<file path="config.mk">
export PLATFORM = sky130hd
export DESIGN_NAME = contiguous_sublist_matcher_flat
export DESIGN_NICKNAME = d
export VERILOG_FILES = /design/src/design/csm_pkg.sv /design/src/design/csm_ifs.sv /design/src/design/contiguous_sublist_matcher.sv /design/src/design/csm_cell.sv /design/src/design/csm_result.sv /design/src/flat_wrapper.sv
export SDC_FILE = /design/constraint.sdc
export NUM_CORES = 2
export LEC_CHECK = 0
export BUFFER_PORTS_ARGS = -buffer_cell sky130_fd_sc_hd__clkbuf_2
export CAP_MARGIN = 20
export CORE_ASPECT_RATIO = 0.8
export CORE_MARGIN = 5
export CORE_UTILIZATION = 35
export CTS_CLUSTER_SIZE = 16
export DETAILED_ROUTE_END_ITERATION = 10
export GPL_ROUTABILITY_DRIVEN = 0
export PLACE_DENSITY = 0.49
export SLEW_MARGIN = 20
export SYNTH_ARGS = -nofsm -noshare
export SYNTH_HDL_FRONTEND = slang
export SYNTH_SLANG_ARGS = --single-unit
</file>
<file path="constraint.sdc">
create_clock -name clk -period 9 [get_ports clk]
set_input_delay 0.45 -clock clk [delete_from_list [all_inputs] [get_ports clk]]
set_output_delay 0.45 -clock clk [all_outputs]
set_load 0.02 [all_outputs]
</file>
<file path="src/design/csm_pkg.sv">
// Shared types and codes for the contiguous sublist matcher.
// No dependencies; compiled first.
`default_nettype none

package csm_pkg;

	// Input word kinds
	localparam logic ACT_PATTERN = 1'b0;
	localparam logic ACT_TEXT    = 1'b1;

	// Cells per OR group in the hit reduction
	localparam int GRP_W = 32;

	// Broadcast controls for every cell of the chain
	typedef struct packed {
		logic pwr;   // a pattern word is stored in some cell this cycle
		logic clr;   // new job: drop all match flags
		logic txt;   // a text word is accepted this cycle
		logic last;  // the accepted word ends its list
	} cell_ctl_t;

	// Per-word side information handed to the result stage
	typedef struct packed {
		logic vld;
		logic txt;
		logic last;
		logic newjob;
		logic empty;
		logic ovf;
	} res_in_t;

endpackage

`default_nettype wire

</file>
<file path="src/design/csm_ifs.sv">
// Handshake channels of the matcher: input words and result words.
// Standalone; used by the top level and the result stage.
`default_nettype none

interface csm_in_if;
	logic               valid;
	logic               ready;
	logic               action;
	logic signed [31:0] value;
	logic               last_of_list;

	modport source(output valid, action, value, last_of_list, input ready);
	modport sink(input valid, action, value, last_of_list, output ready);
endinterface

interface csm_out_if;
	logic valid;
	logic ready;
	logic found;
	logic pattern_overflow;

	modport source(output valid, found, pattern_overflow, input ready);
	modport sink(input valid, found, pattern_overflow, output ready);
endinterface

`default_nettype wire

</file>
<file path="src/design/contiguous_sublist_matcher.sv">
// Top level of the contiguous sublist matcher: job control, cell chain, hit reduction.
// Depends on csm_pkg, csm_ifs, csm_cell and csm_result.
`default_nettype none

// Pattern words (action 0) fill a chain of MAX_PATTERN cells, one element per cell;
// words past the chain's end are dropped and reported as pattern_overflow. Text
// words (action 1) then stream through the chain, one word per clock while ready
// is high: every cell compares its element with the word and takes its left
// neighbor's match flag, so a flag at cell i means the first i+1 pattern elements
// end at this word. The word with last_of_list set in a text list yields one result
// word, registered through the s1 stage and then the output register. A pattern word
// that follows a closed pattern or a text list starts a new job; a further text list
// reuses the stored pattern. Input is taken every clock; ready drops only while an
// end-of-text result waits behind a result word that the sink has not yet taken.
module contiguous_sublist_matcher #(
	parameter int MAX_PATTERN = 64
) (
	input  wire logic clk,
	input  wire logic arst_n,
	csm_in_if.sink    din,
	csm_out_if.source dout
);
	import csm_pkg::*;

	localparam int LW   = $clog2(MAX_PATTERN + 1);
	localparam int NGRP = (MAX_PATTERN + GRP_W - 1) / GRP_W;

	logic [LW-1:0]          len_q;
	logic                   ovf_q;
	logic                   closed_q;
	logic                   started_q;

	logic                   acc;
	logic                   pat_acc;
	logic                   txt_acc;
	logic                   newjob;
	logic [LW-1:0]          base_len;
	logic                   room;
	logic                   stall;
	cell_ctl_t              ctl;
	res_in_t                s0;

	logic [MAX_PATTERN-1:0] flags;
	logic [MAX_PATTERN-1:0] tails;
	logic [MAX_PATTERN-1:0] hits;
	logic [NGRP*GRP_W-1:0]  hit_pad;
	logic [NGRP-1:0]        grp_hit;

	always_comb begin
		acc      = din.valid & din.ready;
		pat_acc  = acc & (din.action == ACT_PATTERN);
		txt_acc  = acc & (din.action == ACT_TEXT);
		newjob   = closed_q | started_q;
		base_len = newjob ? '0 : len_q;
		room     = base_len < LW'(MAX_PATTERN);

		ctl.pwr  = pat_acc & room;
		ctl.clr  = pat_acc & newjob;
		ctl.txt  = txt_acc;
		ctl.last = din.last_of_list;

		s0.vld    = acc;
		s0.txt    = din.action == ACT_TEXT;
		s0.last   = din.last_of_list;
		s0.newjob = newjob & (din.action == ACT_PATTERN);
		s0.empty  = len_q == '0;
		s0.ovf    = ovf_q;
	end

	assign din.ready = ~stall;

	always_ff @(posedge clk or negedge arst_n) begin
		if (!arst_n) begin
			len_q     <= '0;
			ovf_q     <= 1'b0;
			closed_q  <= 1'b0;
			started_q <= 1'b0;
		end else if (pat_acc) begin
			len_q     <= room ? LW'(base_len + 1'b1) : base_len;
			ovf_q     <= room ? (ovf_q & ~newjob) : 1'b1;
			closed_q  <= din.last_of_list;
			started_q <= 1'b0;
		end else if (txt_acc) begin
			closed_q  <= 1'b1;
			started_q <= ~din.last_of_list;
		end
	end

	for (genvar i = 0; i < MAX_PATTERN; i++) begin : g_cell
		logic prev;
		if (i == 0) begin : g_head
			assign prev = 1'b1;
		end else begin : g_body
			assign prev = flags[i-1];
		end

		csm_cell u_cell (
			.clk       (clk),
			.arst_n    (arst_n),
			.ctl       (ctl),
			.wr        (ctl.pwr && (base_len == LW'(i))),
			.value     (din.value),
			.prev_flag (prev),
			.flag      (flags[i]),
			.tail      (tails[i]),
			.hit       (hits[i])
		);
	end

	// group ORs feed the result stage register
	assign hit_pad = (NGRP*GRP_W)'(hits);
	for (genvar g = 0; g < NGRP; g++) begin : g_grp
		assign grp_hit[g] = |hit_pad[g*GRP_W +: GRP_W];
	end

	csm_result #(
		.NGRP (NGRP)
	) u_result (
		.clk     (clk),
		.arst_n  (arst_n),
		.s0      (s0),
		.grp_hit (grp_hit),
		.stall   (stall),
		.dout    (dout)
	);

`ifndef SYNTH
	a_len_bound: assert property (@(posedge clk) disable iff (!arst_n)
		len_q <= LW'(MAX_PATTERN))
		else $error("pattern length beyond store");

	a_tail_one: assert property (@(posedge clk) disable iff (!arst_n)
		$onehot0(tails))
		else $error("more than one tail cell");

	a_ovf_set: assert property (@(posedge clk) disable iff (!arst_n)
		(pat_acc && !newjob && len_q == LW'(MAX_PATTERN)) |=> ovf_q)
		else $error("dropped pattern word not flagged");

	a_job_clear: assert property (@(posedge clk) disable iff (!arst_n)
		(pat_acc && newjob) |=> (flags == '0 && len_q == LW'(1)))
		else $error("new job left stale match state");
`endif

endmodule

`default_nettype wire

</file>
<file path="src/design/csm_cell.sv">
// One matcher cell: a stored pattern element, its partial match flag and tail mark.
// Depends on csm_pkg.
`default_nettype none

module csm_cell (
	input  wire logic               clk,
	input  wire logic               arst_n,
	input  wire csm_pkg::cell_ctl_t ctl,
	input  wire logic               wr,
	input  wire logic [31:0]        value,
	input  wire logic               prev_flag,
	output logic                    flag,
	output logic                    tail,
	output logic                    hit
);
	import csm_pkg::*;

	logic [31:0] elem_q;
	logic        flag_q;
	logic        tail_q;
	logic        flag_next;

	assign flag_next = prev_flag & (elem_q == value);
	assign flag      = flag_q;
	assign tail      = tail_q;
	// the whole pattern ends here exactly when the tail cell matches
	assign hit       = ctl.txt & flag_next & tail_q;

	always_ff @(posedge clk) begin
		if (wr) begin
			elem_q <= value;
		end
	end

	always_ff @(posedge clk or negedge arst_n) begin
		if (!arst_n) begin
			flag_q <= 1'b0;
			tail_q <= 1'b0;
		end else begin
			if (ctl.clr || (ctl.txt && ctl.last)) begin
				flag_q <= 1'b0;
			end else if (ctl.txt) begin
				flag_q <= flag_next;
			end
			if (ctl.pwr) begin
				tail_q <= wr;
			end
		end
	end

endmodule

`default_nettype wire

</file>
<file path="src/design/csm_result.sv">
// Result stage: registered group hits, found accumulation and output register.
// Depends on csm_pkg and csm_out_if.
`default_nettype none

module csm_result #(
	parameter int NGRP = 2
) (
	input  wire logic               clk,
	input  wire logic               arst_n,
	input  wire csm_pkg::res_in_t   s0,
	input  wire logic [NGRP-1:0]    grp_hit,
	output logic                    stall,
	csm_out_if.source               dout
);
	import csm_pkg::*;

	logic            vld_s1;
	logic            txt_s1;
	logic            last_s1;
	logic            newjob_s1;
	logic            empty_s1;
	logic            ovf_s1;
	logic [NGRP-1:0] grp_s1;
	logic            found_q;
	logic            out_vld_q;
	logic            out_found_q;
	logic            out_ovf_q;
	logic            found_now;
	logic            emit;

	always_comb begin
		stall     = vld_s1 & txt_s1 & last_s1 & out_vld_q & ~dout.ready;
		found_now = found_q | (|grp_s1) | empty_s1;
		emit      = vld_s1 & txt_s1 & last_s1 & ~stall;
	end

	assign dout.valid            = out_vld_q;
	assign dout.found            = out_found_q;
	assign dout.pattern_overflow = out_ovf_q;

	always_ff @(posedge clk or negedge arst_n) begin
		if (!arst_n) begin
			vld_s1    <= 1'b0;
			found_q   <= 1'b0;
			out_vld_q <= 1'b0;
		end else begin
			if (!stall) begin
				vld_s1 <= s0.vld;
			end
			if (vld_s1 && !stall) begin
				if (txt_s1) begin
					found_q <= last_s1 ? 1'b0 : found_now;
				end else if (newjob_s1) begin
					found_q <= 1'b0;
				end
			end
			if (emit) begin
				out_vld_q <= 1'b1;
			end else if (dout.ready) begin
				out_vld_q <= 1'b0;
			end
		end
	end

	always_ff @(posedge clk) begin
		if (!stall) begin
			txt_s1    <= s0.txt;
			last_s1   <= s0.last;
			newjob_s1 <= s0.newjob;
			empty_s1  <= s0.empty;
			ovf_s1    <= s0.ovf;
			grp_s1    <= grp_hit;
		end
		if (emit) begin
			out_found_q <= found_now;
			out_ovf_q   <= ovf_s1;
		end
	end

endmodule

`default_nettype wire

</file>
<file path="src/flat_wrapper.sv">
// flat-port wrapper written by rule: the top's interface ports become plain ports
module contiguous_sublist_matcher_flat import csm_pkg::*;
#(
	parameter int MAX_PATTERN = 64
)
  (clk, arst_n, din_valid, din_action, din_value, din_last_of_list, din_ready, dout_valid, dout_found, dout_pattern_overflow, dout_ready);
  csm_in_if din_i ();
  csm_out_if dout_i ();
  input  wire logic clk;
  input  wire logic arst_n;
  input wire logic [$bits(din_i.valid)-1:0] din_valid;
  input wire logic [$bits(din_i.action)-1:0] din_action;
  input wire logic [$bits(din_i.value)-1:0] din_value;
  input wire logic [$bits(din_i.last_of_list)-1:0] din_last_of_list;
  output wire logic [$bits(din_i.ready)-1:0] din_ready;
  output wire logic [$bits(dout_i.valid)-1:0] dout_valid;
  output wire logic [$bits(dout_i.found)-1:0] dout_found;
  output wire logic [$bits(dout_i.pattern_overflow)-1:0] dout_pattern_overflow;
  input wire logic [$bits(dout_i.ready)-1:0] dout_ready;
  assign din_i.valid = din_valid;
  assign din_i.action = din_action;
  assign din_i.value = din_value;
  assign din_i.last_of_list = din_last_of_list;
  assign din_ready = din_i.ready;
  assign dout_valid = dout_i.valid;
  assign dout_found = dout_i.found;
  assign dout_pattern_overflow = dout_i.pattern_overflow;
  assign dout_i.ready = dout_ready;
  contiguous_sublist_matcher #(.MAX_PATTERN(MAX_PATTERN)) u_core (.clk(clk), .arst_n(arst_n), .din(din_i), .dout(dout_i));
endmodule
</file>
======== Word-level counts from Yosys, hierarchy flattened ========
Index checks and enable logic that the tools add are counted.
word-level totals
  word-level logic and storage cells ...... 762
  input bits .............................. 38
  flip-flop bits (word level) ............. 2197
cells by class
  magnitude comparators ................... 1
  equality and inequality tests ........... 127
  bitwise operators ....................... 211
  mux-type cells .......................... 138
  $add $sub $neg .......................... 1
  reductions and logical operators ........ 78
operators by type and width
  operator             count
  $eq 32x32->1         64
  $eq 7x6->1 const B   32
  $and 1x1->1          203
  $mux 1               136
  $eq 7x5->1 const B   16
  $logic_and 1x1->1    66
  $reduce_or 32->1     2
  $eq 7x4->1 const B   8
  $eq 7x3->1 const B   4
  $eq 7x2->1 const B   2
  $logic_not 7->1      2
  $mux 7               2
  $reduce_bool 2->1    4
  $add 7x1->7 const B  1
  $eq 7x1->1 const B   1
  $lt 7x7->1 const B   1
  $not 1->1            5
  $or 1x1->1           3
  $reduce_and 2->1     1
  $reduce_or 2->1      1
  $logic_not 1->1      1
  $logic_or 1x1->1     1

======== Longest topological paths before layout ========
  depth after elaboration ................. 10
  mapped depth ............................ 11
  depth with buffers taken out ............ 8

======== Hierarchy ========
Synthesis repeated with hierarchy kept, for this count alone.
second synthesis, totals
  cells, all modules ...................... 5786
  area, all modules ....................... 92651.4 µm²
modules (own cells, without submodules)
  module                      area an instance (µm²)  cells each  instances
  csm_cell                    1421.4                  87          64
  contiguous_sublist_matcher  1252.5                  192         1
  csm_result                  431.7                   26          1

======== Worst setup path before layout ========
No wires, ideal clock.
  path type ............................... reg2reg
  from .................................... register u_core.u_result.txt_s1
  to ...................................... register u_core.g_cell[63].u_cell.elem_q[0] (enable)
  stages on the path, launching flop included .. 8
  data required time ...................... 8.536 ns
  setup slack ............................. 4.385 ns
  buffers on the path ..................... 1
  setup time .............................. 0.464 ns
  period minus slack after synthesis ...... 4.615 ns
  arrival ................................. 4.151 ns
  cell sequence ........................... edfxtp_1 -> nand3_1 -> nand2b_1 -> nand2_1 -> nor2_1 -> nand2_1 -> buf_2 -> nor3_1
between the ends
  longest elaborated chain between the ends .. 9
RTL lines
  what                                   RTL line                           source
  start, declared                        csm_result.sv:18                   logic txt_s1;
  start signal, assigned                 csm_result.sv:67                   txt_s1 <= s0.txt;
  $and 1x1->1 (4 in series)              csm_result.sv:32                   stall = vld_s1 & txt_s1 & last_s1 & out_vld_q & ~dout.ready;
  $not 1->1                              contiguous_sublist_matcher.sv:70   assign din.ready = ~stall;
  named net din_ready                    flat_wrapper.sv:15                 output wire logic [$bits(din_i.ready)-1:0] din_ready;
  $and 1x1->1                            contiguous_sublist_matcher.sv:50   acc = din.valid & din.ready;
  $and 1x1->1                            contiguous_sublist_matcher.sv:51   pat_acc = acc & (din.action == ACT_PATTERN);
  $and 1x1->1                            contiguous_sublist_matcher.sv:57   ctl.pwr = pat_acc & room;
  $logic_and 1x1->1                      contiguous_sublist_matcher.sv:101  .wr (ctl.pwr && (base_len == LW'(i))),
  named net u_core.g_cell[63].u_cell.wr  csm_cell.sv:9                      input wire logic wr,
  end signal, assigned                   csm_cell.sv:31                     elem_q <= value;
  end, declared                          csm_cell.sv:18                     logic [31:0] elem_q;
The timed path passes the listed nets, and every way through them passes these cells.
A chain may end at the register's enable or synchronous reset.

======== Worst setup path in the final report ========
  from .................................... register u_core.u_result.txt_s1
  to ...................................... register u_core.g_cell[60].u_cell.elem_q[1] (enable)
between the ends
  longest elaborated chain between the ends .. 9
RTL lines
  what                                   RTL line
  $and 1x1->1 (4 in series)              csm_result.sv:32
  $not 1->1                              contiguous_sublist_matcher.sv:70
  $and 1x1->1                            contiguous_sublist_matcher.sv:50
  $and 1x1->1                            contiguous_sublist_matcher.sv:51
  $and 1x1->1                            contiguous_sublist_matcher.sv:57
  $logic_and 1x1->1                      contiguous_sublist_matcher.sv:101
  named net u_core.g_cell[60].u_cell.wr  csm_cell.sv:9
  end signal, assigned                   csm_cell.sv:31
  end, declared                          csm_cell.sv:18
The timed path passes the listed nets, and every way through them passes these cells.

==> out/metrics.yaml <==
timing:
  timing.slew.headroom_pct: 22.7
  worst_pin_slew_ns: 1.16
  fin_worst_skew_ns: 0.0599
  fin_crit_ns: 4.35
  fin_crit_sh_pct: 48.3
  fmax_ghz: 0.230
  rsz0062_at_grt: "no"
  maxSlewViolCount: 0
  fin_tns_setup_ns: 0
  worst_slack_ns: 4.65
  hold_viol: 0
  setup_viol: 0
clock_tree:
  cts_made_buffers: 222
  htreeDepth: 4
  cts_root_buf: "clkbuf_16"
  clkTransAtPathRegs_ns: 0.06
  clkLatencyLatePin_ns: 0.87
  tritoncts: "done"
  clock-sinks: 2197
  cts.path.max_buffers: 4
  postCtsSetupRepairBufs: 0
global_route:
  antenna_found_initial: 18
  met1_usage_pct: 29.0
  grt_max_degree: 83
  use_met3_pct: 2.54
  grt-ovfl-total: 0
  met2_usage_pct: 28.2
  grt_pass1_vias: 47587
  gr-usage-all-layers_pct: 18.8
  grt_pass1_wl_um: 372000
  grt_busiest_layer: "met1"
power_and_ir_drop:
  ir_drop_mv: 0.195
  power_leakage_nw: 32.4
  power_density_mw_per_mm2: 205
floorplanning:
  die_h_um: 470
  ios: 42
  fp.dieW_um: 585
  die_area_mm2: 0.275
  fp.coreArea_mm2: 0.263
  num_rows: 168
  start_util_pct: 35.2
layout:
  multi_input_area_mm2: 0.0256
  area_delta_synth_final_pct: 12.8
  seqCellArea_mm2: 0.0653
  nets: 6116
  fill_cells: 24070
  utilization_pct: 39.7
  drive_gt1_share_pct: 9.33
detailed_routing:
  drtIter0Drc: 4505
  vias: 48757
  drc_errors: 0
  wire_per_inst_um: 27.1
  viasPerCell: 5.01
  routed_wirelength_um: 263000
  antenna_left: 0
  drtPass1Iterations: 5
status:
  status: "finished clean"
flow_run:
  cap_violations: 0
synth:
  ys_ff_latch: 2197
  synth_top_cell_by_area: "edfxtp_1"
  yosysUniqueCellTypes: 56
  synth_edf_count: 2057
  synth_area_leaders: "edfxtp_1 67%, xnor2_1 12%, xor2_1 7.3%, dfrtp_1 3.8%, nand4_1 2.4%"
  synth_area_mm2: 0.0926
  syn_avg_cell_area_um2: 15.7
  synth_warnings: 0
  synth_seq_area_share_pct: 70.5
  ys.flop_type: "edfxtp_1"
  synthCells: 5904
  netlist.area_leader.share_pct: 66.7
  synthArstFlopShare_pct: 6.37
  syn-num-nets: 5946
worst_setup_path:
  crit_type: "reg2reg"
  end_kind: "register"
  required_ns: 9.54
  path_common_cell: "buf_4"
  crit_slowest_cell: "nor2_2"
  start_kind: "register"
  crit_fanout: 25
  max_stage_delay_ns: 0.74
  cp_cell_sequence: "nand3_1 -> nand2b_1 -> nand2_1 -> or2_2 -> nor3_2 -> nand3_2 -> buf_4 -> nor2_2 -> buf_4"
  critPathLaunch: "u_core.u_result.txt_s1$_DFFE_PN_"
  r2r-start: "u_core.u_result.txt_s1$_DFFE_PN_"
  cp.arrival_ns: 4.89
placed_design:
  dp_hpwl_um: 148000
  pre_cts_ws_ns: 4.67
  port_buffers: 41
worst_hold_path:
  hold_path_class: "in2reg"
  worstHoldStart: "din_value[28]"
-- power by group --
group	total [W]	leakage (nW)	internal, W	switching [W]
clock network	0.00892	3.35	0.00503	0.00389
logic	0.00126	8.56	0.000362	0.000895
registers	0.0112	20.5	0.0112	0.0000133
total	0.0214	32.4	0.0166	0.00480
-- worst max-delay path: cells and delay by family, from the launching register on --
kind,cells,cell delay (ns)
simple gates,7,2.82
flops,1,0.41
buf+inv,2,0.75
-- per-layer routing --
metal	up-vias	wire (µm)
met4	0	4740
li1	21820	-
met2	1246	116000
met5	-	0
met1	25397	130000
met3	294	13000
-- registers in the layout (all words and copies together), names as in the netlist, 2 cells and up --
register / flops
u_core.u_result.grp_s1: 2
u_core.g_cell.u_cell.flag: 63
u_core.g_cell.u_cell.tail: 64
u_core.len_q: 7
u_core.g_cell.u_cell.elem_q: 2048
-- cell families (layout without fill, tap and decap cells) --
family,Yosys count,after routing,share of synthesized area (%)
DFF,2197,2197,70.5
xor gates and xnor gates,2010,2010,19.0
and+or+nand+nor,1172,1172,6.71
buffers and inverters,300,642,2.25
AOI/OAI and AO/OA,220,220,1.49
adders and majority gates,4,4,0.0540
muxes,1,1,0.0122
other,0,3,0
-- cells in the final DEF (no fill, tap or decap), types with 5 or more instances in the layout --
cell / n
o22ai_1: 24
buf_4: 126
nor2_2: 47
xnor2_1: 1239
nor3_1: 75
and2_1: 6
a21o_1: 17
clkbuf_8: 54
or4_1: 32
a2111oi_0: 5
nor2_1: 157
dfrtp_1: 140
buf_12: 34
a21oi_1: 60
clkbuf_1: 56
dlygate4sd3_1: 8
and3_1: 10
nand2b_1: 5
nor4_2: 5
a222oi_1: 5
o21ai_0: 62
nor4_1: 191
clkinv_1: 43
bufinv_16: 11
nand3_1: 72
nor2_4: 16
nand4_1: 357
inv_1: 34
xor2_1: 771
clkbuf_16: 224
clkinv_2: 33
a32oi_1: 11
edfxtp_1: 2057
nand2_1: 177
clkbuf_2: 8
-- final timing paths --
path / cells after the start / end / slack, ns
setup / recovery: 9 / u_core.g_cell[60].u_cell.elem_q[1]$_DFFE_PP_ / 4.65
hold / removal: 1 / u_core.g_cell[59].u_cell.elem_q[28]$_DFFE_PP_ / 0.08
setup reg to reg: 9 / u_core.g_cell[60].u_cell.elem_q[1]$_DFFE_PP_ / 4.65
hold reg to reg: 0 / u_core.u_result.dout.pattern_overflow$_DFFE_PP_ / 0.44
max in group asynchronous: 3 / u_core.g_cell[55].u_cell.flag$_DFFE_PN0P_ / 7.16
min in group asynchronous: 2 / u_core.g_cell[31].u_cell.tail$_DFFE_PN0P_ / 0.42
-- cells in the mapped netlist (all sizes together), types with 5 or more instances --
cell and n:
o22ai 24, a222oi 5, xnor2 1239, nor2 220, xor2 771, nand3 73
nor3 78, nor4 196, a32oi 11, nand2b 5, a21oi 60, nand2 179
clkbuf 36, and3 10, nand4 357, inv 34, edfxtp 2057, a2111oi 6
a21o 17, o21ai 66, dfrtp 140, and2 7, or4 32, buf 230
-- layout make-up --
type	instances	area share [%]
clock buffer	301	5.85
clock inverter	95	0.699
sequential	2197	62.5
antenna	3	0.00719
multi-input combinational	3407	24.5
timing repair buffer	212	2.15
inverter	34	0.122
tap	3485	4.18
-- through the flow --
| step | power [W] | instance area [µm²] | std cells | hold WS, ns |
|---|---|---|---|---|
| after floorplan | 0.0121 | 92600 | 5904 | 0.154 |
| after global placement | 0.0127 | 97400 | 9323 | 0.429 |
| after detailed placement | 0.0127 | 97500 | 9325 | 0.428 |
| after CTS | 0.0217 | 104000 | 9729 | 0.0207 |
| after global routing | 0.0221 | 104000 | 9732 | 0.0414 |
| final | 0.0214 | 104000 | 9734 | 0.0803 |
-- timing repair --
action / 4_1_cts / 5_1_grt
gates resized for setup: 0 / 0
hold endpoints to repair: 106 / 0
hold buffers: 8 / 0
Note: power is estimated with default switching activity, not from simulation.
